==> config.mk <==
export PLATFORM = sky130hd
export DESIGN_NAME = scancode_to_ascii_line_editor_core
export DESIGN_NICKNAME = d
export VERILOG_FILES = /design/src/rtl/scta_pkg.sv /design/src/rtl/scancode_to_ascii_line_editor_core.sv /design/src/rtl/scta_decode.sv
export SDC_FILE = /design/constraint.sdc
export NUM_CORES = 1
export LEC_CHECK = 0
export ABC_AREA = 1
export BUFFER_PORTS_ARGS = -buffer_cell sky130_fd_sc_hd__buf_2
export CORE_MARGIN = 2
export CORE_UTILIZATION = 55
export DETAILED_ROUTE_END_ITERATION = 10
export PLACE_DENSITY = 0.84
export SKIP_LAST_GASP = 1
export SLEW_MARGIN = 40
export SYNTH_ARGS = -nofsm -noshare
export SYNTH_HDL_FRONTEND = slang
export SYNTH_SLANG_ARGS = --single-unit
==> constraint.sdc <==
create_clock -name clock -period 3.9 [get_ports clock]
set_input_delay 0.39 -clock clock [delete_from_list [all_inputs] [get_ports clock]]
set_output_delay 0.39 -clock clock [all_outputs]
set_load 0.02 [all_outputs]
==> src/rtl/scta_pkg.sv <==
`timescale 1ns / 1ps
`default_nettype none
// ----------------------------------------------------------------------------
// scta_pkg
// Shared types, constants and keymaps of the scan code line editor.
// ----------------------------------------------------------------------------
package scta_pkg;

   localparam int LINE_SIZE  = 128;
   localparam int KEY_COUNT  = 64;
   localparam int TERM_COUNT = 3;

   // request opcodes
   localparam logic [1:0] OP_SCAN  = 2'd0;
   localparam logic [1:0] OP_BEGIN = 2'd1;
   localparam logic [1:0] OP_END   = 2'd2;

   typedef enum logic [1:0] {
      ACT_ECHO   = 2'd0,
      ACT_ERASE  = 2'd1,
      ACT_CLEAR  = 2'd2,
      ACT_SWITCH = 2'd3
   } action_type;

   // modifier bit positions
   localparam int MOD_SHIFT   = 0;
   localparam int MOD_SHIFT_R = 1;
   localparam int MOD_ALT     = 2;
   localparam int MOD_ALT_R   = 3;
   localparam int MOD_CTRL    = 4;
   localparam int MOD_CTRL_R  = 5;
   localparam int MOD_CAPS    = 6;

   // scan codes
   localparam logic [7:0] SC_PREFIX    = 8'hE0;
   localparam logic [6:0] KEY_LSHIFT   = 7'h2A;
   localparam logic [6:0] KEY_RSHIFT   = 7'h36;
   localparam logic [6:0] KEY_CTRL     = 7'h1D;
   localparam logic [6:0] KEY_ALT      = 7'h38;
   localparam logic [6:0] KEY_CAPS     = 7'h3A;
   localparam logic [6:0] KEY_F1       = 7'h3B;
   localparam logic [6:0] KEY_F2       = 7'h3C;
   localparam logic [6:0] KEY_F3       = 7'h3D;
   localparam logic [6:0] KEY_BACKSP   = 7'h0E;
   localparam logic [6:0] KEY_TAB      = 7'h0F;
   localparam logic [6:0] KEY_ENTER    = 7'h1C;

   localparam logic [7:0] CHAR_SPACE   = 8'h20;
   localparam logic [7:0] CHAR_NEWLINE = 8'h0A;
   localparam logic [7:0] CHAR_LOWER_A = 8'h61;
   localparam logic [7:0] CHAR_LOWER_L = 8'h6C;
   localparam logic [7:0] CHAR_LOWER_Z = 8'h7A;
   localparam logic [7:0] CASE_OFFSET  = 8'h20;

   typedef struct packed {
      logic                           prefix_pending;
      logic [6:0]                     modifier_bits;
      logic [1:0]                     screen_terminal;
      logic [TERM_COUNT-1:0][7:0]     line_count;
      logic [TERM_COUNT-1:0]          capture_on;
   } state_type;

   typedef struct packed {
      action_type action;
      logic [7:0] character;
      logic       stored;
      logic [6:0] position;
   } result_type;

   function automatic logic [7:0] plain_map(input logic [6:0] code);
      logic [7:0] ch;
      case (code)
         7'h02: ch = "1";    7'h03: ch = "2";    7'h04: ch = "3";    7'h05: ch = "4";
         7'h06: ch = "5";    7'h07: ch = "6";    7'h08: ch = "7";    7'h09: ch = "8";
         7'h0A: ch = "9";    7'h0B: ch = "0";    7'h0C: ch = "-";    7'h0D: ch = "=";
         7'h10: ch = "q";    7'h11: ch = "w";    7'h12: ch = "e";    7'h13: ch = "r";
         7'h14: ch = "t";    7'h15: ch = "y";    7'h16: ch = "u";    7'h17: ch = "i";
         7'h18: ch = "o";    7'h19: ch = "p";    7'h1A: ch = "[";    7'h1B: ch = "]";
         7'h1E: ch = "a";    7'h1F: ch = "s";    7'h20: ch = "d";    7'h21: ch = "f";
         7'h22: ch = "g";    7'h23: ch = "h";    7'h24: ch = "j";    7'h25: ch = "k";
         7'h26: ch = "l";    7'h27: ch = ";";    7'h28: ch = 8'h27;  7'h29: ch = 8'h60;
         7'h2B: ch = 8'h5C;  7'h2C: ch = "z";    7'h2D: ch = "x";    7'h2E: ch = "c";
         7'h2F: ch = "v";    7'h30: ch = "b";    7'h31: ch = "n";    7'h32: ch = "m";
         7'h33: ch = ",";    7'h34: ch = ".";    7'h35: ch = "/";    7'h39: ch = CHAR_SPACE;
         default: ch = 8'h00;
      endcase
      return ch;
   endfunction

   function automatic logic [7:0] shift_map(input logic [6:0] code);
      logic [7:0] ch;
      case (code)
         7'h02: ch = "!";    7'h03: ch = "@";    7'h04: ch = "#";    7'h05: ch = "$";
         7'h06: ch = "%";    7'h07: ch = "^";    7'h08: ch = "&";    7'h09: ch = "*";
         7'h0A: ch = "(";    7'h0B: ch = ")";    7'h0C: ch = "_";    7'h0D: ch = "+";
         7'h1A: ch = "{";    7'h1B: ch = "}";    7'h27: ch = ":";    7'h28: ch = 8'h22;
         7'h29: ch = "~";    7'h2B: ch = "|";    7'h33: ch = "<";    7'h34: ch = ">";
         7'h35: ch = "?";    7'h39: ch = CHAR_SPACE;
         default: ch = 8'h00;
      endcase
      return ch;
   endfunction

endpackage
`default_nettype wire

==> src/rtl/scancode_to_ascii_line_editor_core.sv <==
`timescale 1ns / 1ps
`default_nettype none
// ----------------------------------------------------------------------------
// scancode_to_ascii_line_editor_core
// Scan code set 1 keyboard decoder with per-terminal line capture.
// ----------------------------------------------------------------------------
// Request channel (req_*): one word per keyboard byte or begin/end line read.
// Response channel (rsp_*): zero to four words per request, the final one of
// a request marked by rsp_last. Both channels use valid/stall; a word moves
// on a clock edge with valid high and stall low.
// A request word is captured in an input register, decoded from there once
// no tab is being emitted and the output register is free, and its first
// response lands in the output register. A tab holds the decoder until
// its remaining spaces are emitted; every other request gives at most one
// response word.
// The output register drains while the next request is already accepted;
// when rsp_stall is high the output holds and, once the input register is
// occupied too, req_stall rises.
// Synchronous reset clears the modifiers, caps lock, prefix flag, shown
// terminal, line counters and capture flags, and empties both registers.
// ----------------------------------------------------------------------------
module scancode_to_ascii_line_editor_core (
   input  wire logic       clock,
   input  wire logic       reset,
   input  wire logic       req_valid,
   output logic            req_stall,
   input  wire logic [1:0] req_opcode,
   input  wire logic [7:0] req_scan_code,
   input  wire logic [1:0] req_terminal,
   output logic            rsp_valid,
   input  wire logic       rsp_stall,
   output logic [1:0]      rsp_action,
   output logic [7:0]      rsp_character,
   output logic            rsp_stored,
   output logic [6:0]      rsp_position,
   output logic [1:0]      rsp_target_terminal,
   output logic            rsp_last
);

   // input register
   logic                 in_valid_ff, in_valid_in;
   logic [1:0]           in_opcode_ff;
   logic [7:0]           in_scan_ff;
   logic [1:0]           in_term_ff;

   // editor state
   scta_pkg::state_type  state_ff, state_nxt;

   // tab space emitter
   logic [2:0]           tab_rem_ff, tab_rem_in;
   logic [6:0]           tab_pos_ff, tab_pos_in;
   logic                 tab_stored_ff, tab_stored_in;

   // output register
   logic                 out_valid_ff, out_valid_in;
   scta_pkg::result_type out_res_ff, out_res_in;
   logic [1:0]           out_term_ff, out_term_in;
   logic                 out_last_ff, out_last_in;

   scta_pkg::result_type dec_res;
   logic [2:0]           dec_count;

   logic                 out_free;
   logic                 busy;
   logic                 in_take;
   logic                 load_first;
   logic                 load_tab;

   scta_decode u_decode (
      .opcode    (in_opcode_ff),
      .scan_code (in_scan_ff),
      .terminal  (in_term_ff),
      .cur       (state_ff),
      .nxt       (state_nxt),
      .res       (dec_res),
      .res_count (dec_count)
   );

   always_comb begin
      out_free   = !out_valid_ff || !rsp_stall;
      busy       = (tab_rem_ff != 3'd0);
      in_take    = in_valid_ff && !busy && out_free;
      load_first = in_take && (dec_count != 3'd0);
      load_tab   = busy && out_free;
      req_stall  = in_valid_ff && !in_take;

      in_valid_in = in_valid_ff;
      if (req_valid && !req_stall) begin
         in_valid_in = 1'b1;
      end else if (in_take) begin
         in_valid_in = 1'b0;
      end

      tab_rem_in    = tab_rem_ff;
      tab_pos_in    = tab_pos_ff;
      tab_stored_in = tab_stored_ff;
      out_res_in    = out_res_ff;
      out_term_in   = out_term_ff;
      out_last_in   = out_last_ff;
      out_valid_in  = out_valid_ff && rsp_stall;

      if (load_first) begin
         out_valid_in  = 1'b1;
         out_res_in    = dec_res;
         out_term_in   = state_nxt.screen_terminal;
         out_last_in   = (dec_count == 3'd1);
         // remaining tab spaces follow one per cycle while the output is not stalled
         tab_rem_in    = dec_count - 3'd1;
         tab_pos_in    = dec_res.position + 7'(dec_res.stored);
         tab_stored_in = dec_res.stored;
      end else if (load_tab) begin
         out_valid_in         = 1'b1;
         out_res_in.action    = scta_pkg::ACT_ECHO;
         out_res_in.character = scta_pkg::CHAR_SPACE;
         out_res_in.stored    = tab_stored_ff;
         out_res_in.position  = tab_pos_ff;
         out_term_in          = state_ff.screen_terminal;
         out_last_in          = (tab_rem_ff == 3'd1);
         tab_rem_in           = tab_rem_ff - 3'd1;
         tab_pos_in           = tab_pos_ff + 7'(tab_stored_ff);
      end
   end

   always_ff @(posedge clock) begin
      if (reset) begin
         in_valid_ff  <= 1'b0;
         out_valid_ff <= 1'b0;
         tab_rem_ff   <= 3'd0;
         state_ff     <= '0;
      end else begin
         in_valid_ff  <= in_valid_in;
         out_valid_ff <= out_valid_in;
         tab_rem_ff   <= tab_rem_in;
         if (in_take) begin
            state_ff <= state_nxt;
         end
      end
   end

   always_ff @(posedge clock) begin
      if (req_valid && !req_stall) begin
         in_opcode_ff <= req_opcode;
         in_scan_ff   <= req_scan_code;
         in_term_ff   <= req_terminal;
      end
      tab_pos_ff    <= tab_pos_in;
      tab_stored_ff <= tab_stored_in;
      out_res_ff    <= out_res_in;
      out_term_ff   <= out_term_in;
      out_last_ff   <= out_last_in;
   end

   assign rsp_valid           = out_valid_ff;
   assign rsp_action          = out_res_ff.action;
   assign rsp_character       = out_res_ff.character;
   assign rsp_stored          = out_res_ff.stored;
   assign rsp_position        = out_res_ff.position;
   assign rsp_target_terminal = out_term_ff;
   assign rsp_last            = out_last_ff;

endmodule
`default_nettype wire

==> src/rtl/scta_decode.sv <==
`timescale 1ns / 1ps
`default_nettype none
// ----------------------------------------------------------------------------
// scta_decode
// Decodes one request word against the editor state: next state, first
// result word and the number of result words it causes.
// ----------------------------------------------------------------------------
module scta_decode (
   input  wire logic [1:0]          opcode,
   input  wire logic [7:0]          scan_code,
   input  wire logic [1:0]          terminal,
   input  wire scta_pkg::state_type cur,
   output scta_pkg::state_type      nxt,
   output scta_pkg::result_type     res,
   output logic [2:0]               res_count
);

   logic [6:0] code;
   logic       rel;
   logic [7:0] cnt;
   logic       cap;
   logic [7:0] ch;
   logic       shift;
   logic       ctrl;
   logic       alt;
   logic       letter;
   logic [8:0] cnt_wide;
   logic [8:0] room;
   logic [2:0] spaces;
   logic [7:0] cnt_inc;

   always_comb begin
      code     = scan_code[6:0];
      rel      = scan_code[7];
      cnt      = cur.line_count[cur.screen_terminal];
      cap      = cur.capture_on[cur.screen_terminal];
      cnt_wide = {1'b0, cnt};
      room     = 9'(scta_pkg::LINE_SIZE - 1) - cnt_wide;
      spaces   = (!cap || room >= 9'd4) ? 3'd4 : room[2:0];
      // counter step for one echoed character while capture is on, saturating
      cnt_inc  = (cap && cnt != 8'hFF) ? cnt + 8'd1 : cnt;
      shift    = cur.modifier_bits[scta_pkg::MOD_SHIFT] | cur.modifier_bits[scta_pkg::MOD_SHIFT_R];
      ctrl     = cur.modifier_bits[scta_pkg::MOD_CTRL] | cur.modifier_bits[scta_pkg::MOD_CTRL_R];
      alt      = cur.modifier_bits[scta_pkg::MOD_ALT] | cur.modifier_bits[scta_pkg::MOD_ALT_R];
      ch       = scta_pkg::plain_map(code);
      letter   = (ch >= scta_pkg::CHAR_LOWER_A) && (ch <= scta_pkg::CHAR_LOWER_Z);

      nxt           = cur;
      res.action    = scta_pkg::ACT_ECHO;
      res.character = 8'h00;
      res.stored    = 1'b0;
      res.position  = 7'd0;
      res_count     = 3'd0;

      unique case (opcode)
         scta_pkg::OP_BEGIN, scta_pkg::OP_END: begin
            for (int i = 0; i < scta_pkg::TERM_COUNT; i++) begin
               if (terminal == 2'(i)) begin
                  nxt.line_count[i] = 8'd0;
                  nxt.capture_on[i] = (opcode == scta_pkg::OP_BEGIN);
               end
            end
         end
         scta_pkg::OP_SCAN: begin
            if (cur.prefix_pending) begin
               nxt.prefix_pending = 1'b0;
               if (code == scta_pkg::KEY_ALT) begin
                  nxt.modifier_bits[scta_pkg::MOD_ALT_R] = !rel;
               end else if (code == scta_pkg::KEY_CTRL) begin
                  nxt.modifier_bits[scta_pkg::MOD_CTRL_R] = !rel;
               end
            end else if (scan_code == scta_pkg::SC_PREFIX) begin
               nxt.prefix_pending = 1'b1;
            end else if (rel) begin
               if (code == scta_pkg::KEY_LSHIFT) begin
                  nxt.modifier_bits[scta_pkg::MOD_SHIFT] = 1'b0;
               end else if (code == scta_pkg::KEY_RSHIFT) begin
                  nxt.modifier_bits[scta_pkg::MOD_SHIFT_R] = 1'b0;
               end else if (code == scta_pkg::KEY_ALT) begin
                  nxt.modifier_bits[scta_pkg::MOD_ALT] = 1'b0;
               end else if (code == scta_pkg::KEY_CTRL) begin
                  nxt.modifier_bits[scta_pkg::MOD_CTRL] = 1'b0;
               end
            end else if ({1'b0, code} < 8'(scta_pkg::KEY_COUNT)) begin
               if (ch != 8'h00) begin
                  if (letter && ch == scta_pkg::CHAR_LOWER_L && ctrl) begin
                     res.action = scta_pkg::ACT_CLEAR;
                     res_count  = 3'd1;
                  end else begin
                     if (letter) begin
                        if (shift != cur.modifier_bits[scta_pkg::MOD_CAPS]) begin
                           ch = ch - scta_pkg::CASE_OFFSET;
                        end
                     end else if (shift) begin
                        ch = scta_pkg::shift_map(code);
                     end
                     if (cnt_wide + 9'd1 < 9'(scta_pkg::LINE_SIZE)) begin
                        res.character = ch;
                        res.stored    = cap;
                        res.position  = cap ? cnt[6:0] : 7'd0;
                        res_count     = 3'd1;
                        nxt.line_count[cur.screen_terminal] = cnt_inc;
                     end
                  end
               end else begin
                  case (code) inside
                     scta_pkg::KEY_ENTER: begin
                        if (cnt_wide < 9'(scta_pkg::LINE_SIZE)) begin
                           res.character = scta_pkg::CHAR_NEWLINE;
                           res.stored    = cap;
                           res.position  = cap ? cnt[6:0] : 7'd0;
                           res_count     = 3'd1;
                           nxt.line_count[cur.screen_terminal] = cnt_inc;
                        end
                     end
                     scta_pkg::KEY_TAB: begin
                        if (cnt_wide + 9'd1 < 9'(scta_pkg::LINE_SIZE)) begin
                           res.character = scta_pkg::CHAR_SPACE;
                           res.stored    = cap;
                           res.position  = cap ? cnt[6:0] : 7'd0;
                           res_count     = spaces;
                           if (cap) begin
                              nxt.line_count[cur.screen_terminal] = cnt + 8'(spaces);
                           end
                        end
                     end
                     scta_pkg::KEY_LSHIFT: nxt.modifier_bits[scta_pkg::MOD_SHIFT]   = 1'b1;
                     scta_pkg::KEY_RSHIFT: nxt.modifier_bits[scta_pkg::MOD_SHIFT_R] = 1'b1;
                     scta_pkg::KEY_ALT:    nxt.modifier_bits[scta_pkg::MOD_ALT]     = 1'b1;
                     scta_pkg::KEY_CTRL:   nxt.modifier_bits[scta_pkg::MOD_CTRL]    = 1'b1;
                     scta_pkg::KEY_CAPS: begin
                        nxt.modifier_bits[scta_pkg::MOD_CAPS] =
                           !cur.modifier_bits[scta_pkg::MOD_CAPS];
                     end
                     scta_pkg::KEY_F1, scta_pkg::KEY_F2, scta_pkg::KEY_F3: begin
                        if (alt) begin
                           nxt.screen_terminal = 2'(code - scta_pkg::KEY_F1);
                           res.action          = scta_pkg::ACT_SWITCH;
                           res_count           = 3'd1;
                        end
                     end
                     scta_pkg::KEY_BACKSP: begin
                        if (cap && cnt != 8'd0) begin
                           nxt.line_count[cur.screen_terminal] = cnt - 8'd1;
                           res.action   = scta_pkg::ACT_ERASE;
                           res.position = 7'(cnt - 8'd1);
                           res_count    = 3'd1;
                        end
                     end
                     default: ;
                  endcase
               end
            end
         end
         default: ;
      endcase
   end

endmodule
`default_nettype wire
Yosys cells after proc, flatten, opt, wreduce, memory -nomap -nowiden
Memory sizes are Yosys's and may differ from the RTL's. A register that Yosys moved wholly into a read port is not among the register bits.
Cells that the tools add are included.

word-level totals
  memory bits (read-only) = 896
  output and inout port bits = 23
  logic and storage cells = 312
  bits in registers = 83
  input port bits = 16
  memories kept = 2

memory list
  memory            depth  width  read ports  clocked after memory_dff  write ports  line            source
  (name not given)  64     7      1           1                         0            scta_pkg.sv:72  case (code)
  (name not given)  64     7      1           1                         0            scta_pkg.sv:92  case (code)

cells by class
  reduce and logical (&&, ||, !) cells = 49
  bitwise logic cells = 13
  multiplexer cells = 156
  $add $sub $neg = 11
  magnitude comparators = 8
  eq/ne operators = 44

operators by type and width
  kind                                                             count
  24-bit 2-to-1 mux                                                16
  18-bit 2-to-1 mux                                                8
  7-bit 2-to-1 mux                                                 13
  8-bit 2-to-1 mux                                                 11
  26-bit 2-to-1 mux                                                3
  24-bit bitwise mux                                               3
  3-bit 2-to-1 mux                                                 21
  20-bit AND reduction                                             3
  7-bit by 6-bit == test with 1-bit output, second input constant  7
  2-bit 2-to-1 mux                                                 24
  24-bit one-hot mux with 2 select lines                           1
  1-bit 2-to-1 mux                                                 43
  5-bit by 2-bit != test with 1-bit output, second input constant  7
  16-bit 2-to-1 mux                                                2
  29-bit 2-to-1 mux                                                1
  9-bit 2-to-1 mux                                                 2
  8-bit binary-select mux with 2-bit select                        1
  8-bit demux with 2-bit select                                    1
  8-bit nonzero test                                               2
  7-bit by 1-bit adder with 7-bit output                           2
  7-bit by 4-bit == test with 1-bit output, second input constant  2
  7-bit by 5-bit == test with 1-bit output, second input constant  2
  14-bit 2-to-1 mux                                                1
  14-bit AND reduction                                             1
  51 further kinds                                                 104

Logic depth before layout (Yosys ltp)
  depth in word-level cells = 23
  depth in mapped cells = 24
  depth with buffers taken out = 24

Cells and area by module
From an unflattened synthesis, not the netlist that was laid out.

second synthesis, totals
  cells, all modules = 1565
  area total of the unflattened synthesis = 9266.4 µm²

by module, submodules not included
  module                              cells each  seq. area each (µm²)  area an instance (µm²)  instances
  scta_decode                         1192        0.0                   5819.3                  1
  scancode_to_ascii_line_editor_core  373         2072.0                3447.1                  1

Worst setup path after synthesis
Ideal clock, no wire load.

  path kind = flip-flop to flip-flop
  start = reg state_ff[27] (netlist bit)
  end = reg tab_rem_ff[1]
  path slack = 0.248 ns
  cell stages (with the launch flop) = 23
  arrival time = 3.524 ns
  period minus slack after synthesis = 3.652 ns
  path buffers = 0
  required time = 3.772 ns
  library setup time = 0.128 ns
  cells stage by stage = dfxtp_1 inv_2 nand2_1 inv_2 nand2_1 nand3_1 ha_1 nand2_1 nor2_2 nand2_1 nand2_2 nor2_1 inv_1 nor3_1 nand3_1 ha_1 ha_1 nor2_1 inv_1 nand2_1 inv_1 a221oi_1 nor2_1

between the ends
  cells in the longest elaborated chain, start to end = 23
  elaborated cells between the ends (all ways) = 39
  classes of those cells = 3 x add/sub; 3 x order compare; 26 x mux; 7 x reduce/logical

RTL lines
  item                                                                                  line                                       source
  start, declared                                                                       scancode_to_ascii_line_editor_core.sv:47   scta_pkg::state_type state_ff, state_nxt;
  start signal, assigned                                                                scancode_to_ascii_line_editor_core.sv:135  state_ff <= state_nxt;
  branches (longest 14 deep; another with 7-bit by 8-bit subtractor with 9-bit output)  -
  3-bit 2-to-1 mux *                                                                    scta_decode.sv:85                          if (ch != 8'h00) begin
  3-bit 2-to-1 mux *                                                                    scta_decode.sv:84                          end else if ({1'b0, code} < 8'(scta_pkg::KEY_COUNT)) begin
  3-bit 2-to-1 mux *                                                                    scta_decode.sv:74                          end else if (rel) begin
  3-bit 2-to-1 mux *                                                                    scta_decode.sv:72                          end else if (scan_code == scta_pkg::SC_PREFIX) begin
  3-bit 2-to-1 mux *                                                                    scta_decode.sv:65                          if (cur.prefix_pending) begin
  3-bit 2-to-1 mux *                                                                    scta_decode.sv:55                          unique case (opcode)
  branches (longest 3 deep; another with 3-bit by 1-bit subtractor with 3-bit output)   -
  end signal, assigned                                                                  scancode_to_ascii_line_editor_core.sv:133  tab_rem_ff <= tab_rem_in;
  end, declared                                                                         scancode_to_ascii_line_editor_core.sv:50   logic [2:0] tab_rem_ff, tab_rem_in;

Every way passes the cells marked *. The select of a mux whose other input is x is not followed.
A chain may end at the register's enable or synchronous reset.

Worst setup path in the final report
  start = reg state_ff[27] (netlist bit)
  end = reg out_term_ff[0], in the netlist rsp_target_terminal[0], data pin

between the ends
  cells in the longest elaborated chain, start to end = 23
  elaborated cells between the ends (all ways) = 53
  classes of those cells = 2 x add/sub; 3 x order compare; 42 x mux; 6 x reduce/logical

RTL lines
  item                                                                                  line                                       source
  branches (longest 22 deep; another with 7-bit by 8-bit subtractor with 9-bit output)  -
  2-bit 2-to-1 mux *                                                                    scancode_to_ascii_line_editor_core.sv:102  if (load_first) begin
  named net out_term_in[0]                                                              scancode_to_ascii_line_editor_core.sv:57   logic [1:0] out_term_ff, out_term_in;
  end signal, assigned                                                                  scancode_to_ascii_line_editor_core.sv:149  out_term_ff <= out_term_in;
  end, declared                                                                         scancode_to_ascii_line_editor_core.sv:57

Mark *: on every way through the listed nets, which the timed path passes. The select of a mux whose other input is x is not followed.

==> Flow_metrics.wiki <==
{| class="wikitable"
! Metric !! Value
|-
| Total number of vias || 7583
|-
| Growth of design area from synthesis to finish || 11.5%
|-
| Setup CP Type || reg -> reg
|-
| Final routed wire length divided by cell count || 16.1 µm
|-
| Critical path startpoint category || flop
|-
| Highest clock rate || approximately 270 MHz
|-
| Routability congestion estimate from global placement || between 1 and 1.5
|-
| Number of global-route vias before repair || 6885
|-
| Die ar. || 14400 µm²
|-
| Count of final setup violators || 0
|-
| Total design power || ~4 mW
|-
| Synthesized instance count || 1076
|-
| Post-route DRC violation count || 0
|-
| P_leak || approximately 3.6 nW
|-
| First-pass GRT wire length || between 30000 and 40000 µm
|-
| Clock Pin Slew Worst Setup and Hold Paths || approximately 0.070 ns
|-
| Endpoint type of the worst setup path || flop
|-
| Area share of xor/xnor cells in the synthesized design || 0.0154
|-
| Total power density per cell area || 487 nW/µm²
|-
| TritonCTS Sinks || 97
|-
| Result of the run || complete, no violations
|-
| Pre-antenna DRT Iters || 5
|-
| Number of max-capacitance violations reported || 0
|-
| Distinct cell type count after synthesis || 54
|-
| Count of nets left with antenna violations after detail routing || 0
|-
| Initial standard-cell utilization of the core || 0.559
|-
| Most frequently used flop master after synthesis || dfxtp_1
|-
| Proportion of layout cells with a drive suffix above 1 || 0.144
|-
| Synth Area per Inst || 6.85 µm²
|-
| Pin count of the biggest net entering global routing || 36
|-
| Die Ht || 120 µm
|-
| Peak ir drop on the vdd network || 304 µV
|-
| Final nets || 1172
|-
| Clock latency reported for the late side of the worst-skew pair || 0.36 ns
|-
| Share of synthesized area occupied by flip-flops and latches || 0.319
|-
| Number of inserted filler cells in the final layout || 1216
|-
| Global-route total usage across every layer || 0.293
|-
| Number of DRC violations after detailed-routing iteration 0 || roughly 890
|-
| Clock tree from TritonCTS || done
|-
| Start point of the worst min-delay path || req_scan_code[6]
|-
| Final setup skew || 0.0142 ns
|-
| Hold violation count in the final report || 0
|-
| Horizontal extent of the die || 120 µm
|-
| Summed area of non-filler cells in the final layout || 8220 µm²
|-
| Detailed-placement wirelength estimate || approximately 16000 µm
|-
| Final worst-path cycle share || 0.938
|-
| PortBufs || 38
|-
| Final-layout setup total negative slack || 0 ns
|-
| FF-to-FF path depth || 22
|-
| Diodes inserted || 0
|-
| Yosys warning count || 0
|-
| Simple-gate share of the synthesized area || 0.340
|-
| Setup repair after global routing missed its margin || no
|-
| # hold bufs at CTS || 0
|-
| R2r endpoint || rsp_target_terminal[0]
|-
| Syn nets || roughly 1.1k
|-
| Startpoint of the worst-slack reg-to-reg timing path || state_ff[27]
|-
| Required time of the critical path || between 4 and 5 ns
|-
| Floorplan Core Area || 13200 µm²
|-
| Adder-cell area share of the yosys netlist || 0.0560
|-
| Minimum clock period || between 3 and 4 ns
|-
| Remaining global-route overflow || 0
|-
| Register bit total from synthesis || 97
|-
| Clock buffer count from CTS || 9
|-
| Multiplexer share of the synthesized area || 0
|-
| Largest driver fanout on the critical path || 10
|-
| Worst-case register-to-register setup slack || 0.24 ns
|-
| Actual slew at the worst max-slew pin || 0.862 ns
|-
| Aggregate routed wire length || about 21000 µm
|-
| Worst hold path class || in -> reg
|-
| I/O pin count || 39
|-
| Compound-cell area share of the yosys netlist || 0.185
|-
| Placed Instance Area || approximately 8000 µm²
|-
| Endpoint of the worst hold-timing path || in_scan_ff[6]
|-
| Antenna violations before repair || 0
|-
| Hold Path Cell Cnt || 1
|-
| FP Rows || between 40 and 50
|-
| Post-synthesis cell area || 7380 µm²
|-
| Root buf cell || clkbuf_16
|-
| Number of enable-type register cells in the synthesized netlist || 41
|-
| Number of levels the H-tree was split into || 3
|-
| CP Data Arrival Time || between 3 and 4 ns
|-
| Slew HR || 0.419
|-
| Post-detailed-route via-to-cell ratio || around 5.8
|-
| Max Transition Viols Final || 0
|-
| FFs w/ async S/R, synth || 0
|-
| Maximum clock path buffer count || 2
|-
| Dominant combinational cell family by area after synthesis || simple AND/OR/NAND/NOR gates
|}
cell usage in the layout, fill, tap and decap left out, types with 5 or more instances in the layout:
cell type	synthesis	final
edfxtp_1	41	41
nand3_2	11	11
buf_2	6	38
dfxtp_1	56	56
a31oi_1	6	5
clkbuf_16	0	9
o21ai_1	6	6
nand3b_1	5	5
buf_4	6	31
o22ai_1	8	8
nand2_1	253	251
nor3_2	4	5
inv_1	110	108
xor2_1	12	12
inv_2	12	13
nand4_1	23	23
nand3_1	89	89
nor2_1	103	101
nor2_2	9	9
o31ai_1	5	5
a21oi_1	84	84
nor3_1	11	9
o21ai_0	86	86
nand2_2	7	9
o211ai_1	13	13
nand2_4	6	6
ha_1	33	33
critical path, cell delays in order (launching register included):
cell and delay, ns:
dfxtp_1 0.32, buf_4 0.15, inv_2 0.14, nand3_1 0.11, nand3_2 0.15, inv_1 0.07, ha_1 0.19, nand2_1 0.07
nor2_1 0.05, nand2_1 0.10, nand3_1 0.12, nand2_1 0.13, a21oi_1 0.08, a31oi_1 0.16, a21oi_1 0.09, nor2_1 0.14
inv_1 0.06, ha_1 0.20, ha_1 0.21, nor2_4 0.14, clkinvlp_4 0.20, buf_4 0.22, o21ai_0 0.32
stage by stage:
step / hold WS, ns / instances / setup slack (ns) / utilization
floorplan: 0.424 / 1076 / 0.248 / -
global placement: 0.438 / 1286 / 0.324 / 0.596
detailed placement: 0.445 / 1286 / 0.147 / 0.596
CTS: 0.197 / 1302 / 0.131 / 0.618
global route: 0.201 / 1304 / 0.0293 / 0.623
finish: 0.200 / 1304 / 0.240 / 0.623
worst max path at each step:
| stage | start | end | slack [ns] | cells past startpoint |
|---|---|---|---|---|
| 2_1_floorplan | state_ff[27] | tab_rem_ff[1] | 0.25 | 22 |
| 3_3_place_gp | in_scan_ff[0] | rsp_position[4] | 0.32 | 17 |
| 3_5_place_dp | state_ff[27] | rsp_position[6] | 0.15 | 19 |
| 4_1_cts | state_ff[27] | rsp_character[7] | 0.13 | 20 |
| 5_1_grt | state_ff[28] | rsp_character[7] | 0.03 | 23 |
| 6_report | state_ff[27] | rsp_target_terminal[0] | 0.24 | 22 |
report_power, final:
group / internal (mW) / leakage, nW / total (mW) / switching, mW
Combinational: 0.518 / 2.57 / 1.64 / 1.12
Clock: 0.496 / 0.143 / 0.894 / 0.398
Sequential: 1.36 / 0.854 / 1.47 / 0.109
cell families (layout without fill, tap and decap cells):
family | Yosys count | after routing
compound gates | 238 | 238
buf+inv | 157 | 209
simple gates | 537 | 537
xor+xnor | 13 | 13
other cells | 1 | 1
fa+ha+maj | 33 | 33
flops | 97 | 97
Yosys cell counts (4+ instances only):
cell type,count,area share
nor3_2,4,0.0054
nor2_2,9,0.0076
a21oi_1,84,0.057
buf_4,6,0.0061
nand2_4,6,0.0092
nand3_2,11,0.015
a22oi_1,4,0.0041
xor2_1,12,0.014
o21a_1,4,0.0041
a31oi_1,6,0.0051
buf_2,6,0.0041
nand3b_1,5,0.0051
dfxtp_1,56,0.15
inv_1,110,0.056
o21ai_1,6,0.0041
o22ai_1,8,0.0068
nand3_1,89,0.060
nor3_1,11,0.0075
a21oi_2,4,0.0047
nand4_1,23,0.020
nand2_2,7,0.0059
o21ai_2,4,0.0047
o211ai_1,13,0.013
clkbuf_1,21,0.011
ha_1,33,0.056
nand2_1,253,0.13
inv_2,12,0.0061
nor2_1,103,0.052
o31ai_1,5,0.0051
edfxtp_1,41,0.17
and3_1,4,0.0034
o21ai_0,86,0.058
final cells by class:
| type | count | area [µm²] | area share |
|---|---|---|---|
| multi-input cells | 822 | 4450 | 0.541 |
| clock inverters | 7 | 68.8 | 0.00837 |
| clock buffers | 9 | 225 | 0.0274 |
| inverters | 123 | 465 | 0.0566 |
| flip-flops and latches | 97 | 2350 | 0.286 |
| repair buffers | 70 | 443 | 0.0539 |
| well taps | 176 | 220 | 0.0268 |
timing repair:
item,in CTS,in global routing
buffers inserted,0,2
endpoints found under the setup margin,0,52
gates resized for setup,0,13
per-layer routing:
metal	vias to the layer above	routed length [µm]	GRT usage
li1	3740	-	-
met3	41	1930	0.0637
met4	0	550	0.105
met5	-	0	0
met2	376	9330	0.456
met1	3426	9210	0.403
(Power assumes the default switching activity.)
